===== config.mk =====
export PLATFORM = sky130hd
export DESIGN_NAME = rgb_to_yuv420_converter
export DESIGN_NICKNAME = d
export VERILOG_FILES = /design/src/design/r2y420_pkg.sv /design/src/design/r2y420_pos_counter.sv /design/src/design/r2y420_csc.sv /design/src/design/rgb_to_yuv420_converter.sv
export SDC_FILE = /design/constraint.sdc
export NUM_CORES = 1
export LEC_CHECK = 0
export ABC_AREA = 1
export BUFFER_PORTS_ARGS = -buffer_cell sky130_fd_sc_hd__buf_4
export CAP_MARGIN = 20
export CELL_PAD_IN_SITES_DETAIL_PLACEMENT = 0
export CELL_PAD_IN_SITES_GLOBAL_PLACEMENT = 1
export CORE_MARGIN = 2
export CORE_UTILIZATION = 44
export CTS_CLUSTER_DIAMETER = 80
export DETAILED_ROUTE_END_ITERATION = 7
export PLACE_DENSITY = 0.85
export SETUP_SLACK_MARGIN = 0.15
export SLEW_MARGIN = 20
export SYNTH_ARGS = -nofsm -noshare
export SYNTH_HDL_FRONTEND = slang
export SYNTH_SLANG_ARGS = --single-unit

===== constraint.sdc =====
create_clock -name clk -period 5.5 [get_ports clk]
set_clock_uncertainty 0.05 [all_clocks]
set_input_delay 0.275 -clock clk [delete_from_list [all_inputs] [get_ports clk]]
set_output_delay 0.275 -clock clk [all_outputs]
set_load 0.1 [all_outputs]

===== src/design/r2y420_pkg.sv =====
// Shared types and constants of the RGB to YUV 4:2:0 converter.
// Depends on nothing; used by every module of the block but the checker.
package r2y420_pkg;

  localparam int CFG_W = 13;
  localparam int PIX_W = 8;
  localparam int SUM_W = 16;

  typedef enum logic {
    REG_LINE_WIDTH   = 1'b0,
    REG_FRAME_HEIGHT = 1'b1
  } r2y420_reg_t;

  localparam logic [CFG_W-1:0] LINE_WIDTH_RST   = 13'd640;
  localparam logic [CFG_W-1:0] FRAME_HEIGHT_RST = 13'd480;

  // BT.601 integer coefficients; chroma sums carry a bias of 128 * 256 plus rounding.
  localparam logic [SUM_W-1:0] Y_R      = 16'd66;
  localparam logic [SUM_W-1:0] Y_G      = 16'd129;
  localparam logic [SUM_W-1:0] Y_B      = 16'd25;
  localparam logic [SUM_W-1:0] U_R      = 16'd38;
  localparam logic [SUM_W-1:0] U_G      = 16'd74;
  localparam logic [SUM_W-1:0] U_B      = 16'd112;
  localparam logic [SUM_W-1:0] V_R      = 16'd112;
  localparam logic [SUM_W-1:0] V_G      = 16'd94;
  localparam logic [SUM_W-1:0] V_B      = 16'd18;
  localparam logic [SUM_W-1:0] ROUND    = 16'd128;
  localparam logic [SUM_W-1:0] C_BIAS   = 16'd32896;
  localparam logic [PIX_W-1:0] Y_OFFSET = 8'd16;

  typedef struct packed {
    logic chroma_valid;
    logic chroma_is_v;
    logic frame_end;
  } r2y420_pos_t;

  typedef struct packed {
    logic [PIX_W-1:0] blue;
    logic [PIX_W-1:0] green;
    logic [PIX_W-1:0] red;
  } r2y420_rgb_t;

endpackage


===== src/design/r2y420_pos_counter.sv =====
// Column and row counter of the converter, with the chroma and frame-end flags.
// Depends on r2y420_pkg.
module r2y420_pos_counter
  import r2y420_pkg::*;
#(
  parameter int MAX_WIDTH  = 4096,
  parameter int MAX_HEIGHT = 4096
) (
  input  logic             clk,
  input  logic             rst_n,
  input  logic             advance,
  input  logic [CFG_W-1:0] line_width,
  input  logic [CFG_W-1:0] frame_height,
  output r2y420_pos_t      pos
);

  localparam int CW  = (MAX_WIDTH > 2) ? $clog2(MAX_WIDTH) : 1;
  localparam int RW  = (MAX_HEIGHT > 2) ? $clog2(MAX_HEIGHT) : 1;
  localparam int WWA = $clog2(MAX_WIDTH + 1);
  localparam int HWA = $clog2(MAX_HEIGHT + 1);
  localparam int WW  = (WWA > CFG_W) ? WWA : CFG_W;
  localparam int HW  = (HWA > CFG_W) ? HWA : CFG_W;

  logic [CW-1:0] col_r, col_nxt;
  logic [RW-1:0] row_r, row_nxt;
  logic [WW-1:0] lw_ext, w_eff;
  logic [HW-1:0] fh_ext, h_eff;
  logic          last_col, last_row;

  always_comb begin
    lw_ext = WW'(line_width);
    if (lw_ext < WW'(2)) begin
      w_eff = WW'(2);
    end else if (lw_ext > WW'(MAX_WIDTH)) begin
      w_eff = WW'(MAX_WIDTH);
    end else begin
      w_eff = lw_ext;
    end
    fh_ext = HW'(frame_height);
    if (fh_ext < HW'(2)) begin
      h_eff = HW'(2);
    end else if (fh_ext > HW'(MAX_HEIGHT)) begin
      h_eff = HW'(MAX_HEIGHT);
    end else begin
      h_eff = fh_ext;
    end
  end

  assign last_col = (WW'(col_r) >= (w_eff - WW'(1)));
  assign last_row = (HW'(row_r) >= (h_eff - HW'(1)));

  always_comb begin
    col_nxt = col_r;
    row_nxt = row_r;
    if (advance) begin
      if (last_col) begin
        col_nxt = '0;
        row_nxt = last_row ? '0 : row_r + RW'(1);
      end else begin
        col_nxt = col_r + CW'(1);
      end
    end
  end

  always_ff @(posedge clk) begin
    if (!rst_n) begin
      col_r <= '0;
      row_r <= '0;
    end else begin
      col_r <= col_nxt;
      row_r <= row_nxt;
    end
  end

  assign pos.chroma_valid = ~col_r[0];
  assign pos.chroma_is_v  = ~col_r[0] & row_r[0];
  assign pos.frame_end    = last_col & last_row;

endmodule


===== src/design/r2y420_csc.sv =====
// Colour space conversion of one pixel to luma and one chroma sample.
// Depends on r2y420_pkg.
module r2y420_csc
  import r2y420_pkg::*;
(
  input  r2y420_rgb_t      rgb,
  input  r2y420_pos_t      pos,
  output logic [PIX_W-1:0] luma,
  output logic [PIX_W-1:0] chroma
);

  logic [SUM_W-1:0] y_sum;
  logic [SUM_W-1:0] u_sum;
  logic [SUM_W-1:0] v_sum;

  // Chroma sums stay within 0..65535 thanks to the bias, so modular arithmetic is exact.
  assign y_sum = Y_R * SUM_W'(rgb.red) + Y_G * SUM_W'(rgb.green) + Y_B * SUM_W'(rgb.blue) + ROUND;
  assign u_sum = C_BIAS + U_B * SUM_W'(rgb.blue) - U_R * SUM_W'(rgb.red)
               - U_G * SUM_W'(rgb.green);
  assign v_sum = C_BIAS + V_R * SUM_W'(rgb.red) - V_G * SUM_W'(rgb.green)
               - V_B * SUM_W'(rgb.blue);

  assign luma = y_sum[SUM_W-1:PIX_W] + Y_OFFSET;

  always_comb begin
    if (!pos.chroma_valid) begin
      chroma = '0;
    end else if (pos.chroma_is_v) begin
      chroma = v_sum[SUM_W-1:PIX_W];
    end else begin
      chroma = u_sum[SUM_W-1:PIX_W];
    end
  end

endmodule


===== src/design/rgb_to_yuv420_converter.sv =====
// Top level of the RGB to YUV 4:2:0 converter: configuration, handshake and pipeline.
// Depends on r2y420_pkg, r2y420_pos_counter and r2y420_csc.
// The block takes one RGB pixel per clock and delivers one result per clock while the
// output side does not stall. A pixel transfer is registered together with its column
// and row flags, and the conversion runs between that register and the output register.
// Both stages advance whenever the next stage has room, and the output register holds
// a result while the downstream side stalls.
module rgb_to_yuv420_converter
  import r2y420_pkg::*;
#(
  parameter int MAX_WIDTH  = 4096,
  parameter int MAX_HEIGHT = 4096
) (
  input  logic             clk,
  input  logic             rst_n,
  input  logic             cfg_wr_en,
  input  logic             cfg_addr,
  input  logic [CFG_W-1:0] cfg_wdata,
  input  logic             in_tvalid,
  output logic             in_tready,
  input  logic [23:0]      in_tdata,   // red [7:0], green [15:8], blue [23:16]
  output logic             out_tvalid,
  input  logic             out_tready,
  output logic [15:0]      out_tdata,  // luma [7:0], chroma [15:8]
  output logic [1:0]       out_tuser,  // chroma_valid [0], chroma_is_v [1]
  output logic             out_tlast
);

  logic [CFG_W-1:0] line_width_r;
  logic [CFG_W-1:0] frame_height_r;
  logic             s1_valid_r;
  r2y420_rgb_t      s1_rgb_r;
  r2y420_pos_t      s1_pos_r;
  logic             out_valid_r;
  logic [PIX_W-1:0] out_luma_r;
  logic [PIX_W-1:0] out_chroma_r;
  r2y420_pos_t      out_pos_r;
  r2y420_pos_t      cur_pos;
  logic [PIX_W-1:0] luma;
  logic [PIX_W-1:0] chroma;
  logic             s2_ready;
  logic             s1_ready;
  logic             in_xfer;

  always_ff @(posedge clk) begin
    if (!rst_n) begin
      line_width_r   <= LINE_WIDTH_RST;
      frame_height_r <= FRAME_HEIGHT_RST;
    end else if (cfg_wr_en) begin
      unique case (r2y420_reg_t'(cfg_addr))
        REG_LINE_WIDTH:   line_width_r   <= cfg_wdata;
        REG_FRAME_HEIGHT: frame_height_r <= cfg_wdata;
        default: ;
      endcase
    end
  end

  assign s2_ready  = ~out_valid_r | out_tready;
  assign s1_ready  = ~s1_valid_r | s2_ready;
  assign in_tready = s1_ready;
  assign in_xfer   = in_tvalid & s1_ready;

  r2y420_pos_counter #(
    .MAX_WIDTH  (MAX_WIDTH),
    .MAX_HEIGHT (MAX_HEIGHT)
  ) u_pos (
    .clk          (clk),
    .rst_n        (rst_n),
    .advance      (in_xfer),
    .line_width   (line_width_r),
    .frame_height (frame_height_r),
    .pos          (cur_pos)
  );

  r2y420_csc u_csc (
    .rgb    (s1_rgb_r),
    .pos    (s1_pos_r),
    .luma   (luma),
    .chroma (chroma)
  );

  always_ff @(posedge clk) begin
    if (!rst_n) begin
      s1_valid_r  <= 1'b0;
      out_valid_r <= 1'b0;
    end else begin
      if (s1_ready) begin
        s1_valid_r <= in_tvalid;
      end
      if (s2_ready) begin
        out_valid_r <= s1_valid_r;
      end
    end
  end

  always_ff @(posedge clk) begin
    if (in_xfer) begin
      s1_rgb_r <= r2y420_rgb_t'(in_tdata);
      s1_pos_r <= cur_pos;
    end
    if (s2_ready && s1_valid_r) begin
      out_luma_r   <= luma;
      out_chroma_r <= chroma;
      out_pos_r    <= s1_pos_r;
    end
  end

  assign out_tvalid = out_valid_r;
  assign out_tdata  = {out_chroma_r, out_luma_r};
  assign out_tuser  = {out_pos_r.chroma_is_v, out_pos_r.chroma_valid};
  assign out_tlast  = out_pos_r.frame_end;

endmodule


# Word level (Yosys, flattened, before mapping)
# Cells that the tools add are included.
dict set report word_totals {
  ff_bits 98
  output_inout_bits 21
  word_cells 66
  n_memories 0
  latchBits 0
  romBits 0
  inputBits 43
  mem_bits_rw 0
}
dict set report op_classes {
  n_mux 7
  multipliers 9
  n_shift 0
  reduce_logical 4
  bitwise 9
  addsub 14
  n_div 0
  magnitude_cmp 6
  n_eq_ne 0
}
# op n
set ops {}
lappend ops {{2-to-1 mux 13 bit} 4}
lappend ops {{multiplier 6 x 8 -> 14 bit, first input constant} 3}
lappend ops {{adder 16 x 15 -> 16 bit, first input constant} 2}
lappend ops {{subtractor 16 x 15 -> 16 bit} 2}
lappend ops {{>= comparator 12 x 13 -> 1 bit} 2}
lappend ops {{> comparator 13 bit, second input constant} 2}
lappend ops {{< comparator 13 x 2 -> 1 bit, second input constant} 2}
lappend ops {{multiplier 5 x 8 -> 13 bit, first input constant} 2}
lappend ops {{subtractor 13 x 1 -> 13 bit, second input constant} 2}
lappend ops {{adder 12 x 1 -> 12 bit, second input constant} 2}
lappend ops {{2-to-1 mux 12 bit} 2}
lappend ops {{multiplier 3 x 8 -> 11 bit, first input constant} 2}
lappend ops {{adder 15 x 16 -> 16 bit} 1}
lappend ops {{adder 16 x 13 -> 16 bit} 1}
lappend ops {{adder 16 x 8 -> 16 bit, second input constant} 1}
lappend ops {{multiplier 8 x 8 -> 16 bit, first input constant} 1}
lappend ops {{subtractor 16 x 13 -> 16 bit} 1}
lappend ops {{subtractor 16 x 14 -> 16 bit} 1}
lappend ops {{multiplier 4 x 8 -> 12 bit, first input constant} 1}
lappend ops {{adder 8 x 5 -> 8 bit, second input constant} 1}
lappend ops {{2-to-1 mux 8 bit} 1}
lappend ops {{AND reduction 2 bit} 3}
lappend ops {{NOT 1 bit} 4}
lappend ops {{bitwise AND 1 bit} 3}
lappend ops {{2 further kinds} 3}

# Depth between registers and ports, before layout
# Gate-level depths: netlist of the first run.
dict set report logic_depth {
  word_depth 6
  mapped_depth 31
  mapped_depth_nobuf 29
}

# Cells and area by module
# From an unflattened synthesis of the first run, not the netlist that was laid out.
dict set report unflattened {
  cells_unflattened 1710
  area_unflattened_um2 13211.4
}
# module cells_each instances seq_area_each_um2 area_per_inst_um2
set by_module_without_submodules {}
lappend by_module_without_submodules {r2y420_csc 1113 1 0.0 8215.4}
lappend by_module_without_submodules {r2y420_pos_counter 397 1 480.5 2504.9}
lappend by_module_without_submodules {rgb_to_yuv420_converter 200 1 1941.9 2491.1}

# Worst setup path before layout of the first run
# Ideal clock, no wire load.
dict set report synth_path {
  kind {register to register}
  from {reg s1_rgb_r[2] (netlist bit)}
  to {reg out_luma_r[6], data pin}
  required_ns 5.184
  synth_period_minus_slack_ns 5.673
  path_slack_ns -0.173
  path_buffers 0
  stages_incl_launch_ff 21
  t_arrival_ns 5.357
  cell_sequence {edfxtp_1 ha_1 ha_1 ha_1 fa_1 xor2_1 ha_1 inv_1 fa_1 inv_1 fa_1 fa_1 ha_1 ha_1 a21oi_1 nor2_1 a211oi_1 o211ai_1 xor2_1 ha_1 xor2_1}
}
dict set report synth_between {
  elab_chain_cells 5
}
# element line_no
set synth_lines {}
lappend synth_lines {{start, declared} rgb_to_yuv420_converter.sv:32} ;# r2y420_rgb_t s1_rgb_r;
lappend synth_lines {{start signal, assigned} rgb_to_yuv420_converter.sv:98} ;# s1_rgb_r <= r2y420_rgb_t'(in_tdata);
lappend synth_lines {{multiplier 6 x 8 -> 14 bit} r2y420_csc.sv:17} ;# assign y_sum = Y_R * SUM_W'(rgb.red) + Y_G * SUM_W'(rgb.green) + Y_B * SUM_W'(rgb.blue) + ROUND;
lappend synth_lines {{adder 15 x 16 -> 16 bit} r2y420_csc.sv:17}
lappend synth_lines {{adder 16 x 13 -> 16 bit} r2y420_csc.sv:17}
lappend synth_lines {{adder 16 x 8 -> 16 bit} r2y420_csc.sv:17}
lappend synth_lines {{adder 8 x 5 -> 8 bit} r2y420_csc.sv:23} ;# assign luma = y_sum[SUM_W-1:PIX_W] + Y_OFFSET;
lappend synth_lines {{net luma[6]} rgb_to_yuv420_converter.sv:39} ;# logic [PIX_W-1:0] luma;
lappend synth_lines {{end signal, assigned} rgb_to_yuv420_converter.sv:102} ;# out_luma_r <= luma;
lappend synth_lines {{end, declared} rgb_to_yuv420_converter.sv:35} ;# logic [PIX_W-1:0] out_luma_r;
# The timed path passes the listed nets, and every way through them passes these cells.
# A chain may end at the register's enable or synchronous reset.

# Final worst setup path of the first run
dict set report layout_path {
  from {reg s1_rgb_r[12] (netlist bit)}
  to {reg out_chroma_r[7], data pin}
}
dict set report layout_between {
  elab_chain_cells 4
  elab_cells_between_ends 6
  cone_classes {add/sub (3); mul (2); mux (1)}
}
# element line_no
set layout_lines {}
lappend layout_lines {{multiplier 6 x 8 -> 14 bit} r2y420_csc.sv:20} ;# assign v_sum = C_BIAS + V_R * SUM_W'(rgb.red) - V_G * SUM_W'(rgb.green)
lappend layout_lines {{subtractor 16 x 15 -> 16 bit} r2y420_csc.sv:20}
lappend layout_lines {{subtractor 16 x 13 -> 16 bit} r2y420_csc.sv:21} ;# - V_B * SUM_W'(rgb.blue);
lappend layout_lines {{2-to-1 mux 8 bit *} r2y420_csc.sv:28} ;# end else if (pos.chroma_is_v) begin
lappend layout_lines {{end signal, assigned} rgb_to_yuv420_converter.sv:103} ;# out_chroma_r <= chroma;
lappend layout_lines {{end, declared} rgb_to_yuv420_converter.sv:36} ;# logic [PIX_W-1:0] out_chroma_r;
# Mark *: on every way between the ends. The rest lies on a longest branch, timed or not.

==> results of run 1 <==
## where the power goes
group / switching (uW) / internal, uW / leakage (uW)
Combinational: 4140 / 2960 / 0.00624
Clock: 347 / 328 / 0.000150
Sequential: 47.5 / 968 / 0.000868
Total: 4530 / 4260 / 0.00726
## sequential cells by signal, summed over array words and instances, names as in the netlist
signal and cells:
frame_height_r 13, line_width_r 13, out_chroma_r 8, out_luma_r 8, out_tlast 1, out_tuser 2, out_tvalid 1, s1_pos_r 3
s1_rgb_r 24, s1_valid_r 1, u_pos.col_r 12, u_pos.row_r 12
## cells by family (layout without fill, tap and decap cells)
group / after synthesis / after routing
AND/OR/NAND/NOR: 436 / 436
adder cells (fa/ha/maj): 341 / 341
buffers and inverters: 310 / 427
AO/OA/AOI/OAI: 216 / 216
flip-flops: 98 / 98
XOR/XNOR: 90 / 90
## worst reg2reg max path, delay by kind of cell, from the launching register on
family          cells  cell delay (ns)
fa+ha+maj           7             2.54
compound gates      5             0.78
simple gates        8             0.75
buf+inv             7             0.45
flops               1             0.38
xor+xnor            2             0.32
## cells in the final DEF (no fill, tap or decap), types with 6 or more instances in the layout
cell / n
edfxtp_1: 46
buf_4: 114
nand2_2: 6
or2_1: 6
nand4_1: 13
a21oi_1: 111
o21bai_1: 10
nand3_1: 62
dfxtp_1: 52
nand2_1: 208
inv_2: 17
fa_1: 85
o21ai_0: 42
nor3_1: 15
xor2_1: 56
o21ai_1: 6
ha_1: 215
xnor2_1: 30
nor2_2: 7
nor2_1: 106
clkbuf_16: 9
ha_4: 35
inv_1: 277
a21oi_2: 15
nand3_2: 6
## layer usage
layer  GRT usage, %  up-vias
met5              0        -
met4           5.55        0
met3           3.98       37
met2           35.3      162
met1           25.3     4743
li1               -     5085
## through the flow
| step | power [uW] | worst slack [ns] | std cells |
|---|---|---|---|
| floorplan | 5700 | 0.101 | 1491 |
| global placement | 6980 | -0.0268 | 1953 |
| detailed placement | 7030 | -0.0463 | 1953 |
| CTS | 7980 | 0.0350 | 1973 |
| global route | 9720 | -0.176 | 1986 |
| finish | 8790 | 0.0878 | 1986 |
## final cells by class
class / count / area [um^2] / share of cell area [%]
multi-input cells: 1083 / 9400 / 64.4
flip-flops and latches: 98 / 2420 / 16.6
inverters: 295 / 1110 / 7.60
repair buffers: 116 / 887 / 6.08
well taps: 378 / 473 / 3.24
clock buffers: 9 / 225 / 1.54
clock inverters: 7 / 81.3 / 0.557
## worst paths after layout
path	end	slack, ns	depth (start not counted)	startpoint
worst max-delay path	out_chroma_r[7]	0.09	29	s1_rgb_r[12]
worst min-delay path	s1_rgb_r[8]	0.03	1	in_tdata[8]
worst max register to register	out_chroma_r[7]	0.09	29	s1_rgb_r[12]
worst min register to register	out_tlast	0.39	0	s1_pos_r[0]
## repair_timing
action                                 CTS  global route
setup endpoints to repair               10            11
pin swaps                               10            46
hold buffers                             0             0
gates resized for setup                 22            72
endpoints found under the hold margin    0             0
buffers inserted                         4            13
==> impl_metrics.tcl, run 1 <==
set metrics [dict create \
    met3_length_mm 1.33 \
    syn_to_final_growth_pct 17.9 \
    tightest_slew_ns 0.725 \
    num_io_pins 64 \
    synth_top_area_cell "ha_1" \
    power_density_nw_per_um2 602 \
    io_buffers 63 \
    firstDrtPassIters 6 \
    fin_setup_tns_ns 0 \
    ys_types 41 \
    synth_simple_gate_area_share_pct 14.8 \
    design_area_um2 14600 \
    ys_top_cells_by_area "ha_1 26%, fa_1 14%, edfxtp_1 11%, inv_1 8.8%, dfxtp_1 8.4%" \
    synth_top_family_by_area "adder cells" \
    maxUsedRoutingLayer "met4" \
    hold_path_class "in2reg" \
    root_buffer "clkbuf_16" \
    grt_pass1_wl_mm 47.1 \
    route.detailed.drc 0 \
    viasPerCell 5.05 \
    dieArea_um2 29500 \
    cp-start-kind "register" \
    post-route-min-period_ns 5.41 \
    peakVddDrop_mv 0.395 \
    initial_core_util_pct 44.6 \
    critPathCaptureType "register" \
    ys.warnings.count 0 \
    crit_fanout 5 \
    synth_mux_area_share_pct 0 \
    syn_nets 1875 \
    max_cap_violations 0 \
    vias 10000 \
    first_global_vias 9903 \
    dp_hpwl_mm 23.6 \
    leakage_uw 0.00726 \
    ctsHtreeMaxLevel 3 \
    n_fill_cell 2624 \
    syn_area_um2 12400 \
    slew_violations 0 \
    required_ns 5.68 \
    ys_ff_latch 98 \
    outcome "finished, final reports clean" \
    synth_top_area_share_pct 25.7 \
    clock_path_buffers 2 \
    coreArea_um2 27800 \
    synthArstFlopShare_pct 0 \
    postRouteAntennaNets 0 \
    synth_cells 1491 \
    rsz0062_at_grt "yes" \
    nets 1987 \
    synth_ff_type "dfxtp_1" \
    row_count 61 \
    syn_area_per_cell_um2 8.31 \
    dpl_cell_area_um2 13600 \
    fmax_mhz 185 \
    cts_buffers 9 \
    synth-xor-area-share_pct 6.37 \
    overflow 0 \
    final_core_util_pct 52.6 \
    yosysMostFrequentCell "inv_1" \
    finalSetupViolations 0 \
    wl_met1_mm 12.9 \
    synth_common_cells "290 x inv_1, 254 x ha_1, 211 x nand2_1" \
    critPathBufInv 7 \
    dr_wl_met2_mm 14.6 \
    antenna_found_initial 0 \
    worstPathArrival_ns 5.59 \
    synth-edff-count 46 \
    setup.worst_path.class "reg2reg" \
    clkSinkCount 98 \
    first_iter_violations 468 \
    ys_seq_area_share_pct 19.6 \
    place_congestion 0.905 \
    track_usage_pct 20.2 \
    crit_slowest_cell "fa_1" \
    wl_per_cell_um 14.8 \
    grt_max_degree 42 \
    cts_tree "built" \
    hold_slack_ns 0.0297 \
    clk_pin_slew_ns 0.08 \
    max_stage_delay_ns 0.53 \
    drt_wl_total_mm 29.5 \
    die_w_um 172 \
    slew_headroom_pct 51.3 \
    cp_top_family "adder cells" \
    die_h_um 172 \
    worst_path_most_repeated_cell "inv_2" \
    drive_gt1_share_pct 15.2 \
    finalHoldViolCount 0 \
    synth-adder-area-share_pct 39.7 \
    n_antenna_cell 0 \
    period_share_pct 98.4 \
    synth_compound_area_share_pct 9.93 \
    clock_latency_ns 0.37 \
]
Note: power is estimated with default switching activity, not from simulation.
==> run 2, diff against run 1 <==
--- a/config.mk
+++ b/config.mk
@@ -8,10 +8,8 @@
 export ABC_AREA = 1
 export BUFFER_PORTS_ARGS = -buffer_cell sky130_fd_sc_hd__buf_4
 export CAP_MARGIN = 20
-export CELL_PAD_IN_SITES_DETAIL_PLACEMENT = 0
-export CELL_PAD_IN_SITES_GLOBAL_PLACEMENT = 1
 export CORE_MARGIN = 2
-export CORE_UTILIZATION = 44
+export CORE_UTILIZATION = 58
 export CTS_CLUSTER_DIAMETER = 80
 export DETAILED_ROUTE_END_ITERATION = 7
 export PLACE_DENSITY = 0.85
==> run 2 against run 1 <==
The flow now finishes with violations (negative setup slack). Non-clock buffer count grew 17. Register-to-register slack lost 0.26 ns. Worst setup slack worse by 0.26 ns. Cell area rose by 1.4%. Die area decreased by 24%. Sequential share of layout area decreased by 0.23 points. Maximum frequency fell by 4.5%. Cell count fell by 4.3%. Highest routed layer unchanged.
==> impl_metrics.tcl, run 2 (synthesis results as in run 1) <==
set metrics [dict create \
    worstPathArrival_ns 5.74 \
    top_regs "s1_rgb_r (24), frame_height_r (13), line_width_r (13)" \
    ctsHtreeMaxLevel 3 \
    die_w_um 150 \
    root_buffer "clkbuf_16" \
    clk_pin_slew_ns 0.07 \
    design_area_um2 14800 \
    clock_latency_ns 0.37 \
    hold_path_class "in2reg" \
    finalHoldViolCount 0 \
    critPathCaptureType "register" \
    row_count 53 \
    layout_commonest_cell "inv_1" \
    drt_wl_total_mm 37.7 \
    finalSetupViolations 5 \
    coreArea_um2 21000 \
    violations "negative setup slack" \
    antenna_found_initial 0 \
    grt_pass1_wl_mm 52.5 \
    first_global_vias 11000 \
    cp-start-kind "register" \
    num_io_pins 64 \
    post-route-min-period_ns 5.67 \
    setup_slack_ns -0.168 \
    vias 11300 \
    postCtsHoldBufs 0 \
    crit_fanout 4 \
    clock_path_buffers 2 \
    drive_gt1_share_pct 18.5 \
    io_buffers 63 \
    hold_slack_ns 0.0360 \
    initial_core_util_pct 59.1 \
    wl_per_cell_um 19.8 \
    die_h_um 150 \
    dpl_cell_area_um2 13400 \
    clkSinkCount 98 \
    startpoint "s1_rgb_r[7]" \
    dp_hpwl_mm 24.3 \
    setup.worst_path.class "reg2reg" \
    nets 2004 \
    n_antenna_cell 0 \
    overflow 0 \
    rr_worst_depth 19 \
    rsz0062_at_grt "yes" \
    required_ns 5.57 \
    endpoint "out_luma_r[5]" \
    cts_buffers 9 \
    place_congestion 0.950 \
    tightest_slew_ns 0.657 \
    top_register "s1_rgb_r" \
    cts_tree "built" \
    slew_violations 0 \
    pre_cts_ws_ns -0.152 \
    fmax_mhz 176 \
    slew_headroom_pct 55.8 \
    first_iter_violations 1018 \
    worstReg2RegEnd "out_luma_r[5]" \
    track_usage_pct 29.9 \
    r2r-start "s1_rgb_r[7]" \
    dieArea_um2 22500 \
    postRouteAntennaNets 0 \
    final_cell_mix "269 x inv_1, 210 x ha_1, 200 x nand2_1" \
    outcome "finished, violations left" \
    grt_max_degree 43 \
    syn_to_final_growth_pct 19.5 \
    viasPerCell 5.93 \
    largest_reg_flops 24 \
    max_cap_violations 0 \
    r2r_slack_ns -0.17 \
    period_share_pct 103 \
    route.detailed.drc 0 \
    firstDrtPassIters 8 \
]
==> run 2: per-stage QoR <==
stage | utilization [%] | cells | setup TNS [ns]
after detailed placement | 64.0 | 1845 | -0.510
after CTS | 67.6 | 1882 | -0.0277
after global routing | 70.6 | 1900 | -1.38
after floorplan | - | 1491 | 0
after global placement | 64.0 | 1845 | 0
final | 70.6 | 1900 | -0.623
==> run 2: worst min-delay path by stage <==
stage / startpoint / to / slack [ns] / cells past startpoint
2_1_floorplan: in_tdata[0] / s1_rgb_r[0] / 0.32 / 0
3_3_place_gp: s1_pos_r[0] / out_tlast / 0.35 / 0
3_5_place_dp: s1_pos_r[0] / out_tlast / 0.36 / 0
4_1_cts: in_tdata[19] / s1_rgb_r[19] / 0.04 / 1
5_1_grt: in_tdata[17] / s1_rgb_r[17] / 0.03 / 1
6_report: in_tdata[17] / s1_rgb_r[17] / 0.04 / 1
==> run 2: layer usage <==
layer | up-vias | global-route usage, % | part of all wire [%] | wire [um]
met5 | - | 0 | 0 | 0
met4 | 0 | 15.8 | 7.1 | 2670
met3 | 227 | 6.42 | 8.8 | 3310
met2 | 622 | 53.8 | 49 | 18400
met1 | 5320 | 32.8 | 35 | 13200
li1 | 5105 | - | - | -
==> run 2: what timing repair did <==
action,in CTS,in global routing
setup buffers,21,18
endpoints found under the setup margin,10,13
gates resized for setup,57,96
pin swaps,43,81
==> run 2: worst max-delay path, cell delays in order (launching register included) <==
cell and delay (ns):
edfxtp_1 0.46, ha_4 0.28, ha_4 0.24, ha_4 0.16
fa_2 0.39, xor2_1 0.17, ha_1 0.31, inv_2 0.04
fa_1 0.50, inv_2 0.04, fa_1 0.46, fa_1 0.57
ha_4 0.23, ha_4 0.24, a21oi_4 0.18, nor2_2 0.07
a211oi_2 0.22, o211ai_1 0.20, xor2_1 0.29, ha_2 0.33
==> run 2: area by class of cell <==
type                            instances  area, um^2
Clock buffer                           11         264
Clock inverter                          5        46.3
Fill cell                            1426        6150
Inverter                              295        1110
Multi-Input combinational cell       1083        9590
Sequential cell                        98        2420
Tap cell                              275         344
Timing Repair Buffer                  133        1020
Power of run 2 is left out: the tool's default activity adds up to more than one toggle a clock period on the data nets, which glitch-free logic cannot reach.
==> run 3, diff against run 2 <==
--- a/config.mk
+++ b/config.mk
@@ -9,10 +9,11 @@
 export BUFFER_PORTS_ARGS = -buffer_cell sky130_fd_sc_hd__buf_4
 export CAP_MARGIN = 20
 export CORE_MARGIN = 2
-export CORE_UTILIZATION = 58
-export CTS_CLUSTER_DIAMETER = 80
+export CORE_UTILIZATION = 60
+export CTS_CLUSTER_DIAMETER = 150
 export DETAILED_ROUTE_END_ITERATION = 7
-export PLACE_DENSITY = 0.85
+export PLACE_DENSITY = 0.84
+export RECOVER_POWER = 50
 export SETUP_SLACK_MARGIN = 0.15
 export SLEW_MARGIN = 20
 export SYNTH_ARGS = -nofsm -noshare
==> constraint.sdc (replaced) <==
create_clock -name clk -period 6.3 [get_ports clk]
set_clock_uncertainty 0.05 [all_clocks]
set_input_delay 0.315 -clock clk [delete_from_list [all_inputs] [get_ports clk]]
set_output_delay 0.315 -clock clk [all_outputs]
set_load 0.1 [all_outputs]
==> run 3 against run 2 <==
The run now ends clean. Sequential share of layout area increased by 1.6 points. Critical path depth increased by 7. Routed wire length decreased by 24%. Utilization decreased by 3.9 points. Non-clock buffer count decreased by 52. First-iteration DRC count decreased by 57%. Cell area decreased by 8.8%. Die area decreased by 3.2%. Count of clock-buffer cells in the layout decreased by 2. Critical path type unchanged. Critical endpoint is now out_chroma_r[7]. Largest cell class unchanged.
==> impl_metrics.tcl, run 3 (synthesis results as in run 1) <==
set metrics [dict create \
    outcome "finished, final reports clean" \
    root_buffer "clkbuf_16" \
    rsz0062_at_grt "yes" \
    track_usage_pct 27.3 \
    coreArea_um2 20200 \
    fin_setup_tns_ns 0 \
    power_density_nw_per_um2 489 \
    hold_start "in_tdata[18]" \
    largest_reg_flops 24 \
    top_register "s1_rgb_r" \
    die_h_um 148 \
    row_count 52 \
    r2r-start "s1_rgb_r[13]" \
    drt_wl_total_mm 28.8 \
    vias 10200 \
    r2r_slack_ns 0.45 \
    worstPathArrival_ns 6.01 \
    finalSetupViolations 0 \
    cts_buffers 9 \
    postRouteAntennaNets 0 \
    finalHoldViolCount 0 \
    dp_hpwl_mm 23.3 \
    holdPathEnd "s1_rgb_r[18]" \
    required_ns 6.46 \
    tightest_slew_ns 1.30 \
    clock_path_buffers 2 \
    postCtsHoldBufs 0 \
    wl_per_cell_um 15.6 \
    setup.worst_path.class "reg2reg" \
    crit_fanout 5 \
    grt_max_degree 42 \
    layout_commonest_cell "inv_1" \
    design_area_um2 13500 \
    place_congestion 0.964 \
    overflow 0 \
    slew_headroom_pct 13.0 \
    slew_violations 0 \
    post-route-min-period_ns 5.85 \
    grt_pass1_wl_mm 47.7 \
    dpl_cell_area_um2 13200 \
    rr_worst_depth 26 \
    clkSinkCount 98 \
    first_iter_violations 439 \
    ctsHtreeMaxLevel 3 \
    io_buffers 63 \
    syn_to_final_growth_pct 8.98 \
    hold_path_class "in2reg" \
    antenna_found_initial 1 \
    period_share_pct 92.8 \
    leakage_uw 0.00700 \
    fmax_mhz 171 \
    cp-start-kind "register" \
    final_cell_mix "289 x inv_1, 254 x ha_1, 211 x nand2_1" \
    die_w_um 148 \
    worstReg2RegEnd "out_chroma_r[7]" \
    initial_core_util_pct 61.2 \
    firstDrtPassIters 7 \
    dieArea_um2 21800 \
    max_cap_violations 0 \
    peakVddDrop_mv 0.441 \
    drive_gt1_share_pct 6.48 \
    hold_slack_ns 0.0879 \
    num_io_pins 64 \
    cts_tree "built" \
    clk_pin_slew_ns 0.08 \
    clock_latency_ns 0.37 \
    n_fill_cell 1612 \
    route.detailed.drc 0 \
    top_regs "s1_rgb_r (24), frame_height_r (13), line_width_r (13)" \
    viasPerCell 5.53 \
    first_global_vias 10400 \
    whs_path_depth 1 \
    critPathCaptureType "register" \
    nets 1952 \
]
-- run 3: area by class of cell --
type / instances / area, um^2 / area share [%]
Sequential cell: 98 / 2420 / 17.9
Inverter: 295 / 1110 / 8.21
Clock buffer: 9 / 225 / 1.67
Timing Repair Buffer: 81 / 533 / 3.95
Multi-Input combinational cell: 1083 / 8790 / 65.1
Clock inverter: 7 / 81.3 / 0.603
Antenna cell: 1 / 2.50 / 0.0185
Tap cell: 270 / 338 / 2.50
-- run 3: report_power, final --
group,total [uW],internal [uW],switching [uW],leakage [uW]
Sequential,893,846,47.7,0.000868
Combinational,5120,1870,3250,0.00598
Clock,585,286,299,0.000150
-- run 3: how the worst max path moves through the flow --
| stage | to | slack (ns) | from |
|---|---|---|---|
| floorplan | out_luma_r[6] | 0.63 | s1_rgb_r[2] |
| global placement | out_chroma_r[7] | 0.52 | s1_rgb_r[13] |
| detailed placement | out_chroma_r[7] | 0.38 | s1_rgb_r[13] |
| CTS | out_chroma_r[7] | 0.33 | s1_rgb_r[13] |
| global route | out_luma_r[6] | 0.13 | s1_rgb_r[2] |
| finish | out_chroma_r[7] | 0.45 | s1_rgb_r[13] |
-- run 3: repair_timing --
item	CTS	global route
endpoints found under the setup margin	0	6
resized for setup	0	3
setup buffers	0	3
-- run 3: worst max-delay path, cell delays in order (launching register included) --
cell	delay, ns
edfxtp_1	0.48
inv_2	0.17
fa_1	0.46
fa_1	0.49
fa_1	0.55
inv_1	0.04
ha_1	0.33
inv_1	0.08
o31ai_2	0.27
nand3_1	0.11
nand2_1	0.11
a21oi_1	0.07
nor2_1	0.09
nor2_1	0.05
xor2_1	0.17
fa_1	0.54
inv_1	0.05
ha_1	0.29
ha_1	0.36
nand2_1	0.09
nand2_1	0.06
a21oi_1	0.13
nor2_1	0.05
a211oi_1	0.21
xor2_1	0.17
nand2_1	0.06
a21oi_1	0.15
-- run 3: metal layers --
metal / wire [um] / track usage (%)
met3: 1970 / 7.16
met5: 0 / 0
met2: 14300 / 48.1
met1: 11400 / 31.6
met4: 1070 / 11.3
-- run 3: through the flow --
step                      util (%)  total power, uW  instances  worst slack (ns)
after floorplan                  -             4870       1491             0.627
after global placement        65.4             5730       1824             0.516
after detailed placement      65.4             5940       1824             0.385
after CTS                     66.9             6590       1840             0.325
after global routing          66.7             7340       1843             0.132
final                         66.7             6590       1844             0.452
